--- src/hw/rtl/wavhp_pkg.sv ---
// ----------------------------------------------------------------------------
// wavhp_pkg
// Shared constants for the WAV header parser: chunk tags, parse phases and
// status codes.
// ----------------------------------------------------------------------------
package wavhp_pkg;

  localparam int unsigned BYTE_W   = 8;
  localparam int unsigned STATUS_W = 3;
  localparam int unsigned PHASE_W  = 3;
  localparam int unsigned IDX_W    = 5;
  localparam int unsigned FMT_LEN  = 16;

  typedef logic [STATUS_W-1:0] status_t;
  typedef logic [PHASE_W-1:0]  phase_t;

  // tags as seen in a little-endian shift register
  localparam logic [31:0] TAG_RIFF = 32'h4646_4952;
  localparam logic [31:0] TAG_WAVE = 32'h4556_4157;
  localparam logic [31:0] TAG_FMT  = 32'h2074_6D66;
  localparam logic [31:0] TAG_DATA = 32'h6174_6164;

  localparam phase_t PH_RIFF_TAG   = 3'd0;
  localparam phase_t PH_RIFF_SIZE  = 3'd1;
  localparam phase_t PH_WAVE_TAG   = 3'd2;
  localparam phase_t PH_CHUNK_ID   = 3'd3;
  localparam phase_t PH_CHUNK_SIZE = 3'd4;
  localparam phase_t PH_FMT_BODY   = 3'd5;
  localparam phase_t PH_SKIP       = 3'd6;
  localparam phase_t PH_DONE       = 3'd7;

  localparam status_t ST_PARSING  = 3'd0;
  localparam status_t ST_OK       = 3'd1;
  localparam status_t ST_NOT_RIFF = 3'd2;
  localparam status_t ST_NOT_WAVE = 3'd3;
  localparam status_t ST_NO_FMT   = 3'd4;
  localparam status_t ST_NO_DATA  = 3'd5;

endpackage

--- src/hw/rtl/wavhp_if.sv ---
// ----------------------------------------------------------------------------
// wavhp_in_if / wavhp_out_if
// Valid/ready channels carrying file bytes in and parse results out.
// ----------------------------------------------------------------------------
interface wavhp_in_if;
  import wavhp_pkg::*;

  logic              valid;
  logic              ready;
  logic [BYTE_W-1:0] data_byte;
  logic              first_byte;
  logic              final_byte;

  modport source (output valid, output data_byte, output first_byte,
                  output final_byte, input ready);
  modport sink   (input valid, input data_byte, input first_byte,
                  input final_byte, output ready);
endinterface

interface wavhp_out_if;
  import wavhp_pkg::*;

  logic        valid;
  logic        ready;
  status_t     status;
  logic [31:0] riff_len;
  logic [15:0] format_code;
  logic [15:0] channel_count;
  logic [31:0] sample_freq;
  logic [31:0] bytes_per_sec;
  logic [15:0] frame_bytes;
  logic [15:0] sample_bits;
  logic [31:0] payload_len;
  logic [31:0] payload_pos;

  modport source (output valid, output status, output riff_len,
                  output format_code, output channel_count, output sample_freq,
                  output bytes_per_sec, output frame_bytes, output sample_bits,
                  output payload_len, output payload_pos, input ready);
  modport sink   (input valid, input status, input riff_len,
                  input format_code, input channel_count, input sample_freq,
                  input bytes_per_sec, input frame_bytes, input sample_bits,
                  input payload_len, input payload_pos, output ready);
endinterface

--- src/hw/rtl/wav_header_parser.sv ---
// ----------------------------------------------------------------------------
// wav_header_parser
// Byte-serial RIFF/WAVE header parser: checks tags, walks chunks, captures
// the PCM fmt fields and reports the data chunk size and offset.
//
//   channel   dir   payload                                 handshake
//   in_ch     in    data_byte, first_byte, final_byte       valid/ready
//   out_ch    out   status, riff_len, fmt fields,           valid/ready
//                   payload_len, payload_pos
//
// One byte is taken per cycle while out_ch does not stall; each accepted
// byte yields one result word in the next cycle, from the output register.
// The parse state is updated in a single pass at the input handshake.
// in_ch.ready stays high while the output register is empty or being taken.
// Synchronous active-low reset clears all parse state and the output valid.
// ----------------------------------------------------------------------------
module wav_header_parser (
  input logic  clk,
  input logic  rst_n,
  wavhp_in_if.sink    in_ch,
  wavhp_out_if.source out_ch
);
  import wavhp_pkg::*;

  phase_t            phase_r,    phase_nxt;
  logic [IDX_W-1:0]  idx_r,      idx_nxt;
  logic [31:0]       tag_r,      tag_nxt;
  logic [31:0]       len_r,      len_nxt;
  logic [32:0]       skip_r,     skip_nxt;
  logic [31:0]       pos_r,      pos_nxt;
  logic              fmt_seen_r, fmt_seen_nxt;
  logic [7:0]        fmt_r       [FMT_LEN];
  logic [7:0]        fmt_nxt     [FMT_LEN];
  logic [31:0]       fsize_r,    fsize_nxt;
  logic [31:0]       dsize_r,    dsize_nxt;
  logic [31:0]       doff_r,     doff_nxt;
  status_t           status_r,   status_nxt;
  logic              out_valid_r;

  logic              accept;
  logic [IDX_W-1:0]  idx_inc;
  logic [IDX_W-1:0]  cap;
  logic [31:0]       len_sh;
  logic [31:0]       tag_sh;

  assign in_ch.ready = !out_valid_r || out_ch.ready;
  assign accept      = in_ch.valid && in_ch.ready;

  always_comb begin
    if (in_ch.first_byte) begin
      phase_nxt    = PH_RIFF_TAG;
      idx_nxt      = '0;
      tag_nxt      = '0;
      len_nxt      = '0;
      skip_nxt     = '0;
      pos_nxt      = '0;
      fmt_seen_nxt = 1'b0;
      fmt_nxt      = '{default: '0};
      fsize_nxt    = '0;
      dsize_nxt    = '0;
      doff_nxt     = '0;
      status_nxt   = ST_PARSING;
    end else begin
      phase_nxt    = phase_r;
      idx_nxt      = idx_r;
      tag_nxt      = tag_r;
      len_nxt      = len_r;
      skip_nxt     = skip_r;
      pos_nxt      = pos_r;
      fmt_seen_nxt = fmt_seen_r;
      fmt_nxt      = fmt_r;
      fsize_nxt    = fsize_r;
      dsize_nxt    = dsize_r;
      doff_nxt     = doff_r;
      status_nxt   = status_r;
    end

    idx_inc = idx_nxt + 5'd1;
    tag_sh  = {in_ch.data_byte, tag_nxt[31:8]};
    len_sh  = {in_ch.data_byte, len_nxt[31:8]};
    cap     = (len_nxt < 32'd16) ? len_nxt[IDX_W-1:0] : 5'd16;

    if (status_nxt == ST_PARSING) begin
      pos_nxt = pos_nxt + 32'd1;
      case (phase_nxt)
        PH_RIFF_TAG, PH_WAVE_TAG, PH_CHUNK_ID: begin
          tag_nxt = tag_sh;
          idx_nxt = idx_inc;
          if (idx_inc == 5'd4) begin
            idx_nxt = '0;
            if (phase_nxt == PH_RIFF_TAG) begin
              if (tag_sh != TAG_RIFF) begin
                status_nxt = ST_NOT_RIFF;
                phase_nxt  = PH_DONE;
              end else begin
                phase_nxt = PH_RIFF_SIZE;
              end
            end else if (phase_nxt == PH_WAVE_TAG) begin
              if (tag_sh != TAG_WAVE) begin
                status_nxt = ST_NOT_WAVE;
                phase_nxt  = PH_DONE;
              end else begin
                phase_nxt = PH_CHUNK_ID;
              end
            end else begin
              phase_nxt = PH_CHUNK_SIZE;
            end
          end
        end
        PH_RIFF_SIZE: begin
          len_nxt = len_sh;
          idx_nxt = idx_inc;
          if (idx_inc == 5'd4) begin
            idx_nxt   = '0;
            fsize_nxt = len_sh;
            phase_nxt = PH_WAVE_TAG;
          end
        end
        PH_CHUNK_SIZE: begin
          len_nxt = len_sh;
          idx_nxt = idx_inc;
          cap     = (len_sh < 32'd16) ? len_sh[IDX_W-1:0] : 5'd16;
          if (idx_inc == 5'd4) begin
            idx_nxt = '0;
            if (tag_nxt == TAG_FMT) begin
              fmt_nxt  = '{default: '0};
              skip_nxt = {1'b0, len_sh - {27'd0, cap}} + {32'd0, len_sh[0]};
              if (cap == '0) begin
                phase_nxt = (skip_nxt != '0) ? PH_SKIP : PH_CHUNK_ID;
              end else begin
                phase_nxt = PH_FMT_BODY;
              end
            end else if (tag_nxt == TAG_DATA) begin
              if (fmt_seen_nxt) begin
                dsize_nxt  = len_sh;
                doff_nxt   = pos_nxt;
                status_nxt = ST_OK;
              end else begin
                status_nxt = ST_NO_FMT;
              end
              phase_nxt = PH_DONE;
            end else begin
              skip_nxt  = {1'b0, len_sh} + {32'd0, len_sh[0]};
              phase_nxt = (skip_nxt != '0) ? PH_SKIP : PH_CHUNK_ID;
            end
          end
        end
        PH_FMT_BODY: begin
          fmt_nxt[idx_nxt[3:0]] = in_ch.data_byte;
          idx_nxt = idx_inc;
          if (idx_inc >= cap) begin
            fmt_seen_nxt = 1'b1;
            idx_nxt      = '0;
            phase_nxt    = (skip_nxt != '0) ? PH_SKIP : PH_CHUNK_ID;
          end
        end
        PH_SKIP: begin
          if (skip_nxt != '0) begin
            skip_nxt = skip_nxt - 33'd1;
          end
          if (skip_nxt == '0) begin
            phase_nxt = PH_CHUNK_ID;
          end
        end
        default: begin
        end
      endcase

      if (status_nxt == ST_PARSING && in_ch.final_byte) begin
        if (phase_nxt == PH_RIFF_TAG) begin
          status_nxt = ST_NOT_RIFF;
        end else if (phase_nxt == PH_RIFF_SIZE || phase_nxt == PH_WAVE_TAG) begin
          status_nxt = ST_NOT_WAVE;
        end else begin
          status_nxt = fmt_seen_nxt ? ST_NO_DATA : ST_NO_FMT;
        end
        phase_nxt = PH_DONE;
      end
    end
  end

  always_ff @(posedge clk) begin
    if (!rst_n) begin
      phase_r     <= PH_RIFF_TAG;
      idx_r       <= '0;
      tag_r       <= '0;
      len_r       <= '0;
      skip_r      <= '0;
      pos_r       <= '0;
      fmt_seen_r  <= 1'b0;
      fmt_r       <= '{default: '0};
      fsize_r     <= '0;
      dsize_r     <= '0;
      doff_r      <= '0;
      status_r    <= ST_PARSING;
      out_valid_r <= 1'b0;
    end else begin
      if (accept) begin
        phase_r    <= phase_nxt;
        idx_r      <= idx_nxt;
        tag_r      <= tag_nxt;
        len_r      <= len_nxt;
        skip_r     <= skip_nxt;
        pos_r      <= pos_nxt;
        fmt_seen_r <= fmt_seen_nxt;
        fmt_r      <= fmt_nxt;
        fsize_r    <= fsize_nxt;
        dsize_r    <= dsize_nxt;
        doff_r     <= doff_nxt;
        status_r   <= status_nxt;
      end
      if (accept) begin
        out_valid_r <= 1'b1;
      end else if (out_ch.ready) begin
        out_valid_r <= 1'b0;
      end
    end
  end

  // result word is read straight from the committed state
  assign out_ch.valid         = out_valid_r;
  assign out_ch.status        = status_r;
  assign out_ch.riff_len      = fsize_r;
  assign out_ch.format_code   = {fmt_r[1], fmt_r[0]};
  assign out_ch.channel_count = {fmt_r[3], fmt_r[2]};
  assign out_ch.sample_freq   = {fmt_r[7], fmt_r[6], fmt_r[5], fmt_r[4]};
  assign out_ch.bytes_per_sec = {fmt_r[11], fmt_r[10], fmt_r[9], fmt_r[8]};
  assign out_ch.frame_bytes   = {fmt_r[13], fmt_r[12]};
  assign out_ch.sample_bits   = {fmt_r[15], fmt_r[14]};
  assign out_ch.payload_len   = dsize_r;
  assign out_ch.payload_pos   = doff_r;

endmodule

--- src/flat_wrapper.sv ---
// flat-port wrapper written by rule: the top's interface ports become plain ports
module wav_header_parser_flat import wavhp_pkg::*;
  (clk, rst_n, in_ch_valid, in_ch_data_byte, in_ch_first_byte, in_ch_final_byte, in_ch_ready, out_ch_valid, out_ch_status, out_ch_riff_len, out_ch_format_code, out_ch_channel_count, out_ch_sample_freq, out_ch_bytes_per_sec, out_ch_frame_bytes, out_ch_sample_bits, out_ch_payload_len, out_ch_payload_pos, out_ch_ready);
  wavhp_in_if in_ch_i ();
  wavhp_out_if out_ch_i ();
  input logic clk;
  input logic rst_n;
  input wire logic [$bits(in_ch_i.valid)-1:0] in_ch_valid;
  input wire logic [$bits(in_ch_i.data_byte)-1:0] in_ch_data_byte;
  input wire logic [$bits(in_ch_i.first_byte)-1:0] in_ch_first_byte;
  input wire logic [$bits(in_ch_i.final_byte)-1:0] in_ch_final_byte;
  output wire logic [$bits(in_ch_i.ready)-1:0] in_ch_ready;
  output wire logic [$bits(out_ch_i.valid)-1:0] out_ch_valid;
  output wire logic [$bits(out_ch_i.status)-1:0] out_ch_status;
  output wire logic [$bits(out_ch_i.riff_len)-1:0] out_ch_riff_len;
  output wire logic [$bits(out_ch_i.format_code)-1:0] out_ch_format_code;
  output wire logic [$bits(out_ch_i.channel_count)-1:0] out_ch_channel_count;
  output wire logic [$bits(out_ch_i.sample_freq)-1:0] out_ch_sample_freq;
  output wire logic [$bits(out_ch_i.bytes_per_sec)-1:0] out_ch_bytes_per_sec;
  output wire logic [$bits(out_ch_i.frame_bytes)-1:0] out_ch_frame_bytes;
  output wire logic [$bits(out_ch_i.sample_bits)-1:0] out_ch_sample_bits;
  output wire logic [$bits(out_ch_i.payload_len)-1:0] out_ch_payload_len;
  output wire logic [$bits(out_ch_i.payload_pos)-1:0] out_ch_payload_pos;
  input wire logic [$bits(out_ch_i.ready)-1:0] out_ch_ready;
  assign in_ch_i.valid = in_ch_valid;
  assign in_ch_i.data_byte = in_ch_data_byte;
  assign in_ch_i.first_byte = in_ch_first_byte;
  assign in_ch_i.final_byte = in_ch_final_byte;
  assign in_ch_ready = in_ch_i.ready;
  assign out_ch_valid = out_ch_i.valid;
  assign out_ch_status = out_ch_i.status;
  assign out_ch_riff_len = out_ch_i.riff_len;
  assign out_ch_format_code = out_ch_i.format_code;
  assign out_ch_channel_count = out_ch_i.channel_count;
  assign out_ch_sample_freq = out_ch_i.sample_freq;
  assign out_ch_bytes_per_sec = out_ch_i.bytes_per_sec;
  assign out_ch_frame_bytes = out_ch_i.frame_bytes;
  assign out_ch_sample_bits = out_ch_i.sample_bits;
  assign out_ch_payload_len = out_ch_i.payload_len;
  assign out_ch_payload_pos = out_ch_i.payload_pos;
  assign out_ch_i.ready = out_ch_ready;
  wav_header_parser u_core (.clk(clk), .rst_n(rst_n), .in_ch(in_ch_i), .out_ch(out_ch_i));
endmodule
--- config.mk ---
export PLATFORM = sky130hd
export DESIGN_NAME = wav_header_parser_flat
export DESIGN_NICKNAME = d
export VERILOG_FILES = /design/src/hw/rtl/wavhp_pkg.sv /design/src/hw/rtl/wavhp_if.sv /design/src/hw/rtl/wav_header_parser.sv /design/src/flat_wrapper.sv
export SDC_FILE = /design/constraint.sdc
export NUM_CORES = 2
export LEC_CHECK = 0
export ABC_AREA = 1
export BUFFER_PORTS_ARGS = -buffer_cell sky130_fd_sc_hd__buf_2
export CORE_MARGIN = 2
export CORE_UTILIZATION = 40
export DETAILED_ROUTE_END_ITERATION = 10
export GPL_ROUTABILITY_DRIVEN = 0
export PLACE_DENSITY_LB_ADDON = 0.15
export SYNTH_ARGS = -nofsm -noshare
export SYNTH_HDL_FRONTEND = slang
export SYNTH_SLANG_ARGS = --single-unit
--- constraint.sdc ---
create_clock -name clk -period 6.33 [get_ports clk]
set_input_delay 0.9495 -clock clk [delete_from_list [all_inputs] [get_ports clk]]
set_output_delay 0.9495 -clock clk [all_outputs]
set_load 0.02 [all_outputs]
[Word-level counts from Yosys, hierarchy flattened]
Cells that the tools add are included.
W data, S select, Z words.
Storage, ports and cells
  register bits: 366
  bits of input ports: 14
Operators by class
  eq/ne operators: 13
  mux-type cells: 94
  reductions and logical operators: 19
  bitwise gates (word level): 1
  add/subtract/negate cells: 6
  $lt $le $gt $ge: 5
Operator list (number)
  $mux W32: 26
  $mux W128: 4
  $mux W33: 8
  $pmux W128 S2: 1
  $bwmux W128: 1
  $mux W3: 34
  $reduce_bool A33 Y1: 3
  $add A32 B1 Y33: 2
  $pmux W33 S2: 1
  $lt A32 B5 Y1 const B: 2
  $ne A32 B31 Y1 const B: 2
  $logic_not A33 Y1: 1
  $sub A33 B1 Y33 const B: 1
  $add A32 B1 Y32 const B: 1
  $demux W8 S4: 1
  $eq A32 B30 Y1 const B: 1
  $eq A32 B31 Y1 const B: 1
  $sub A32 B5 Y32: 1
  $mux W5: 6
  $pmux W3 S5: 1
  $logic_not A3 Y1: 4
  $pmux W5 S2: 1
  $eq A3 B2 Y1 const B: 3
  $eq A3 B3 Y1 const B: 3
  other kinds (18): 29

[Depth between registers and ports, before layout]
  depth in word-level cells: 18
  mapped depth: 36
  mapped depth without buffers: 34

[Worst setup path after synthesis]
No wires, ideal clock.
  path kind: input port to flip-flop
  start point: input port in_ch_first_byte
  end point: register u_core.status_r[0], in the netlist u_core.out_ch.status[0]
  arrival time: 5259 ps
  cell stages on the path: 30
  path slack: 1013 ps
  path buffers: 10
  cells stage by stage: buf_6 -> buf_6 -> buf_2 -> buf_2 -> buf_2 -> buf_2 -> buf_1 -> clkbuf_1 -> buf_1 -> nor2_1 -> ha_1 -> inv_1 -> nor2_2 -> xor2_1 -> inv_1 -> nand2_1 -> buf_2 -> nor2_1 -> inv_1 -> nor2_1 -> inv_1 -> o21ai_1 -> clkinv_1 -> a21oi_2 -> nand3_1 -> nand3_1 -> nand2_1 -> nand2_1 -> nand2_1 -> nand2_1
Between the ends
  cells in the longest elaborated chain, start to end: 18
RTL lines
  from (decl): RTL line flat_wrapper.sv:10  | input wire logic [$bits(in_ch_i.first_byte)-1:0] in_ch_first_byte;
  $mux W32: RTL line wav_header_parser.sv:50  | if (in_ch.first_byte) begin
  $lt A32 B5 Y1: RTL line wav_header_parser.sv:122  | cap = (len_sh < 32'd16) ? len_sh[IDX_W-1:0] : 5'd16;
  $mux W5: RTL line wav_header_parser.sv:122
  $sub A32 B5 Y32: RTL line wav_header_parser.sv:127  | skip_nxt = {1'b0, len_sh - {27'd0, cap}} + {32'd0, len_sh[0]};
  $add A32 B1 Y33: RTL line wav_header_parser.sv:127
  $reduce_bool A33 Y1: RTL line wav_header_parser.sv:129  | phase_nxt = (skip_nxt != '0) ? PH_SKIP : PH_CHUNK_ID;
  $mux W3: RTL line wav_header_parser.sv:129
  $mux W3: RTL line wav_header_parser.sv:128  | if (cap == '0) begin
  [... 2 more ...]
  $pmux W3 S5: RTL line wav_header_parser.sv:85  | case (phase_nxt)
  $mux W3: RTL line wav_header_parser.sv:83  | if (status_nxt == ST_PARSING) begin
  $eq A3 B1 Y1 or $eq A3 B2 Y1 (tied branches): RTL line wav_header_parser.sv:172  | end else if (phase_nxt == PH_RIFF_SIZE || phase_nxt == PH_WAVE_TAG) begin
  $logic_or A1 B1 Y1: RTL line wav_header_parser.sv:172
  $mux W3: RTL line wav_header_parser.sv:172
  $mux W3: RTL line wav_header_parser.sv:170  | if (phase_nxt == PH_RIFF_TAG) begin
  $mux W3: RTL line wav_header_parser.sv:169  | if (status_nxt == ST_PARSING && in_ch.final_byte) begin
  $mux W3 (*): RTL line wav_header_parser.sv:83
  to (signal assigned): RTL line wav_header_parser.sv:210  | status_r <= status_nxt;
  to (decl): RTL line wav_header_parser.sv:37  | status_t status_r, status_nxt;
Mark *: on every way between the ends. The rest lies on a longest branch, timed or not. The select of a mux whose other input is x is not followed.
A chain may end at the register's enable or synchronous reset.

[Final worst setup path]
  start point: input port in_ch_data_byte[2]
  end point: register u_core.status_r[0], in the netlist u_core.out_ch.status[0]
Between the ends
  cells in the longest elaborated chain, start to end: 17
RTL lines
  from (decl): RTL line flat_wrapper.sv:9  | input wire logic [$bits(in_ch_i.data_byte)-1:0] in_ch_data_byte;
  $lt A32 B5 Y1: RTL line wav_header_parser.sv:122
  $mux W5: RTL line wav_header_parser.sv:122
  $sub A32 B5 Y32: RTL line wav_header_parser.sv:127
  $add A32 B1 Y33: RTL line wav_header_parser.sv:127
  $reduce_bool A33 Y1: RTL line wav_header_parser.sv:129
  $mux W3: RTL line wav_header_parser.sv:129
  $mux W3: RTL line wav_header_parser.sv:128
  $mux W3: RTL line wav_header_parser.sv:125  | if (tag_nxt == TAG_FMT) begin
  $mux W3: RTL line wav_header_parser.sv:123  | if (idx_inc == 5'd4) begin
  $pmux W3 S5: RTL line wav_header_parser.sv:85
  $mux W3: RTL line wav_header_parser.sv:83
  $eq A3 B1 Y1 or $eq A3 B2 Y1 (tied branches): RTL line wav_header_parser.sv:172
  $logic_or A1 B1 Y1: RTL line wav_header_parser.sv:172
  $mux W3: RTL line wav_header_parser.sv:172
  $mux W3: RTL line wav_header_parser.sv:170
  $mux W3 (*): RTL line wav_header_parser.sv:169
  $mux W3 (*): RTL line wav_header_parser.sv:83
Marks and branches as above.

==> insert_results.sql <==
INSERT INTO impl_metrics (metric_group, metric, value, unit) VALUES
('synthesis', 'netlist.top_cell.by_area', 'sky130_fd_sc_hd__dfxtp_1', ''),
('worst_setup_path', 'critPathBufInv', '3', ''),
('global_route', 'number_of_global_route_vias_before_repair', '24910', ''),
('global_route', 'grt_start_max_net_pins', '184', ''),
('worst_setup_path', 'worstReg2RegEnd', 'u_core.out_ch.status[0]', ''),
('clock_network', 'max-clock-path-buffers', '3', ''),
('worst_setup_path', 'critPathCapture', 'u_core.out_ch.status[0]', ''),
('sta', 'final_period_utilization', '0.7896', ''),
('clock_network', 'cts_hold_buffers', '0', ''),
('routing', 'detail_route.iter0.violations', '2960', ''),
('pwr', 'static-leakage-power', '0.01134', 'uW'),
('sta', 'fmax', '200.1', 'MHz'),
('layout', 'final_core_util', '0.4587', ''),
('synthesis', 'syn_area_per_cell', '6.328', 'um^2'),
('synthesis', 'edff_count_synth', '0', ''),
('clock_network', 'cts_inserted_buffers', '45', ''),
('sta', 'rsz0062_at_grt', 'no', ''),
('synthesis', 'post_synth_inst_count', '3845', ''),
('floorplanning', 'die_height', '250.6', 'um'),
('floorplanning', 'coreArea', '0.06025', 'mm^2'),
('sta', 'min_tclk_post_route', '4998', 'ps'),
('worst_setup_path', 'worst_ep_required_time', '6880', 'ps'),
('sta', 'setup_viol_count_final', '0', ''),
('synthesis', 'synthTopCellsByCount', 'sky130_fd_sc_hd__nand2_1 (834), sky130_fd_sc_hd__inv_1 (441), sky130_fd_sc_hd__nor2_1 (388)', ''),
('worst_setup_path', 'worst-path-max-fanout', '24', ''),
('hold_path', 'min-delay-path-class', 'reg2reg', ''),
('clock_network', 'clk_transition_reported_paths', '60', 'ps'),
('clock_network', 'post_cts_resized', '0', ''),
('worst_setup_path', 'worst-r2r-setup-slack', '1800', 'ps'),
('place', 'number_of_port_buffers', '242', ''),
('worst_setup_path', 'critical_path.most_common_cell', 'sky130_fd_sc_hd__nand2_1', ''),
('global_route', 'grt_first_pass_wirelength', '147300', 'um'),
('synthesis', 'ys_types', '64', ''),
('sta', 'finalHoldViolations', '0', ''),
('clock_network', 'clk-insertion-delay-late', '600', 'ps'),
('sta', 'relSlewSlack', '0.3393', ''),
('floorplanning', 'dieArea', '0.06282', 'mm^2'),
('synthesis', 'async_reset_ff_frac', '0', ''),
('run_status', 'status', 'completed', ''),
('worst_setup_path', 'timing.critical_path.from_type', 'primary input', ''),
('sta', 'totalNegativeSetupSlack', '0', 'ps'),
('routing', 'drtPass1Iterations', '6', ''),
('clock_network', 'buffer_cell_driving_the_clock_tree_root', 'sky130_fd_sc_hd__clkbuf_16', ''),
('layout', 'final_stage_net_count', '3983', ''),
('synthesis', 'synth_sequential_area_ratio', '0.3011', ''),
('floorplanning', 'die_x_extent', '250.6', 'um'),
('layout', 'n_antenna_cell', '0', ''),
('worst_setup_path', 'r2r.worst_path.cells', '22', ''),
('routing', 'drcViolationCount', '0', ''),
('routing', 'drt.antenna.violating_nets', '0', ''),
('synthesis', 'post_synth_main_area_contributors', 'sky130_fd_sc_hd__dfxtp_1 (30%), sky130_fd_sc_hd__nand2_1 (13%), sky130_fd_sc_hd__a21oi_1 (7.8%), sky130_fd_sc_hd__inv_1 (6.8%), sky130_fd_sc_hd__nor2_1 (6.0%)', ''),
('worst_setup_path', 'critical_path_cell_count', '32', ''),
('floorplanning', 'placement_rows', '90', ''),
('synthesis', 'most_frequent_cell_after_synthesis', 'sky130_fd_sc_hd__nand2_1', ''),
('global_route', 'grt_antenna_before_repair', '1', ''),
('worst_setup_path', 'cp-startpoint', 'in_ch_data_byte[2]', ''),
('global_route', 'grtUsageTotal', '0.2920', ''),
('worst_setup_path', 'timing_worst_setup_path_type', 'in2reg', ''),
('global_route', 'grt-ovfl-total', '0', ''),
('worst_setup_path', 'worstReg2RegStart', 'u_core.len_r[10]', ''),
('worst_setup_path', 'timing.critical_path.to_type', 'flop', ''),
('place', 'hpwlAfterDp', '66280', 'um'),
('floorplanning', 'start_util', '0.4039', ''),
('sta', 'slew_viol_final', '0', ''),
('clock_network', 'cts_tree', 'built', ''),
('routing', 'finalWirelength', '94900', 'um'),
('routing', 'route.detailed.vias_per_inst', '5.741', ''),
('worst_setup_path', 'critPathSlowestCell', 'sky130_fd_sc_hd__buf_2', ''),
('synthesis', 'post_synthesis_register_bit_count', '366', ''),
('pwr', 'ir_worst_vdd', '0.2059', 'mV'),
('routing', 'routed_wire_length_per_instance', '19.89', 'um');
==> cell usage in the layout (no fill, tap or decap), drive strengths merged, types with 3 or more instances in the layout <==
cell,synthesis,routed
a21oi,382,382
xnor2,4,4
o2111ai,3,3
a311oi,3,3
nor3b,7,7
nand3,206,206
buf,41,303
o221ai,20,20
clkinvlp,0,4
o211ai,60,60
o31ai,5,5
a221oi,98,98
nor2,419,419
clkinv,7,15
inv,458,460
nand3b,4,4
dfxtp,366,366
a31oi,54,54
clkbuf,200,66
o21a,3,3
ha,15,15
nor3,56,56
bufinv,0,3
a22oi,5,5
nand4,64,64
nand2,845,845
o21ai,245,245
nor4,19,19
o32ai,19,19
xor2,78,78
a211oi,47,47
a311o,9,9
o311ai,7,7
o22ai,82,82
==> cell type report <==
type	instances	area, um^2
Clock buffer	66	1335
Clock inverter	17	210.2
Fill cell	6433	32610
Inverter	465	1768
Multi-Input combinational cell	2773	14330
Sequential cell	366	7327
Tap cell	782	978.4
Timing Repair Buffer	303	1688
==> worst min-delay path by stage <==
stage	start	endpoint	slack [ps]	cells past startpoint
after detailed placement	u_core.out_ch.riff_len[13]	u_core.out_ch.riff_len[13]	450	2
final	u_core.out_ch.riff_len[10]	u_core.out_ch.riff_len[10]	460	2
after floorplan	u_core.len_r[1]	u_core.len_r[1]	440	2
after CTS	u_core.out_ch.riff_len[13]	u_core.out_ch.riff_len[13]	460	2
after global routing	u_core.pos_r[21]	u_core.pos_r[21]	480	2
after global placement	u_core.len_r[1]	u_core.len_r[1]	450	2
==> kinds of logic (layout without fill, tap and decap cells) <==
| group | after synthesis | in the layout | share of synthesized area |
|---|---|---|---|
| compound gates | 1048 | 1048 | 0.2616 |
| xor+xnor | 82 | 82 | 0.03013 |
| other cells | 1 | 1 | 0.0001541 |
| fa+ha+maj | 15 | 15 | 0.007714 |
| flops | 366 | 366 | 0.3011 |
| buf+inv | 706 | 851 | 0.1125 |
| simple gates | 1627 | 1627 | 0.2867 |
==> state kept, by name, summed over array words and instances (netlist names), 32 cells and up <==
register and cells:
u_core.out_ch.bytes_per_sec 32, u_core.out_ch.riff_len 32, u_core.out_ch.payload_pos 32, u_core.tag_r 32, u_core.pos_r 32, u_core.len_r 32, u_core.skip_r 33, u_core.out_ch.sample_freq 32
u_core.out_ch.payload_len 32
==> where the power goes <==
group | internal, uW | switching (uW)
registers | 2400 | 76.0
logic | 399 | 1100
clock network | 1590 | 1100
total | 4390 | 2270
==> through the flow <==
stage	power (uW)	instance area (um^2)	instances	worst slack, ps	hold slack, ps
6_report	6665	27640	4772	1332	455.5
5_1_grt	6962	27640	4772	941.9	475.3
4_1_cts	6671	27640	4772	1579	458.4
3_5_place_dp	3978	26090	4689	965.7	451.2
3_3_place_gp	3982	26090	4689	933.4	446.7
2_1_floorplan	3553	24330	3845	1013	437.4
==> routing by layer <==
layer,wire length [um],up-vias,global-route usage
li1,-,13300,-
met1,41490,12730,0.4074
met2,41650,1197,0.4523
met3,8784,170,0.05570
met4,2972,0,0.09307
met5,0,-,0
==> worst reg2reg max path, stage by stage (launching register included) <==
cell and delay (ps):
sky130_fd_sc_hd__dfxtp_1 360, sky130_fd_sc_hd__inv_1 80, sky130_fd_sc_hd__nor2_4 300, sky130_fd_sc_hd__nand3_1 230
sky130_fd_sc_hd__nor3_1 250, sky130_fd_sc_hd__nand2_1 130, sky130_fd_sc_hd__nor2_1 170, sky130_fd_sc_hd__nand2_1 120
sky130_fd_sc_hd__nor2_1 280, sky130_fd_sc_hd__xor2_1 410, sky130_fd_sc_hd__nor3b_1 240, sky130_fd_sc_hd__nand2_1 70
sky130_fd_sc_hd__nor4_1 680, sky130_fd_sc_hd__nand3_1 210, sky130_fd_sc_hd__o21ai_1 180, sky130_fd_sc_hd__clkinv_1 150
sky130_fd_sc_hd__a21oi_2 230, sky130_fd_sc_hd__nand3_1 90, sky130_fd_sc_hd__nand3_1 90, sky130_fd_sc_hd__nand2_1 60
sky130_fd_sc_hd__nand2_1 50, sky130_fd_sc_hd__nand2_1 40, sky130_fd_sc_hd__nand2_1 50
No activity file was read; power rests on OpenSTA's default activity.
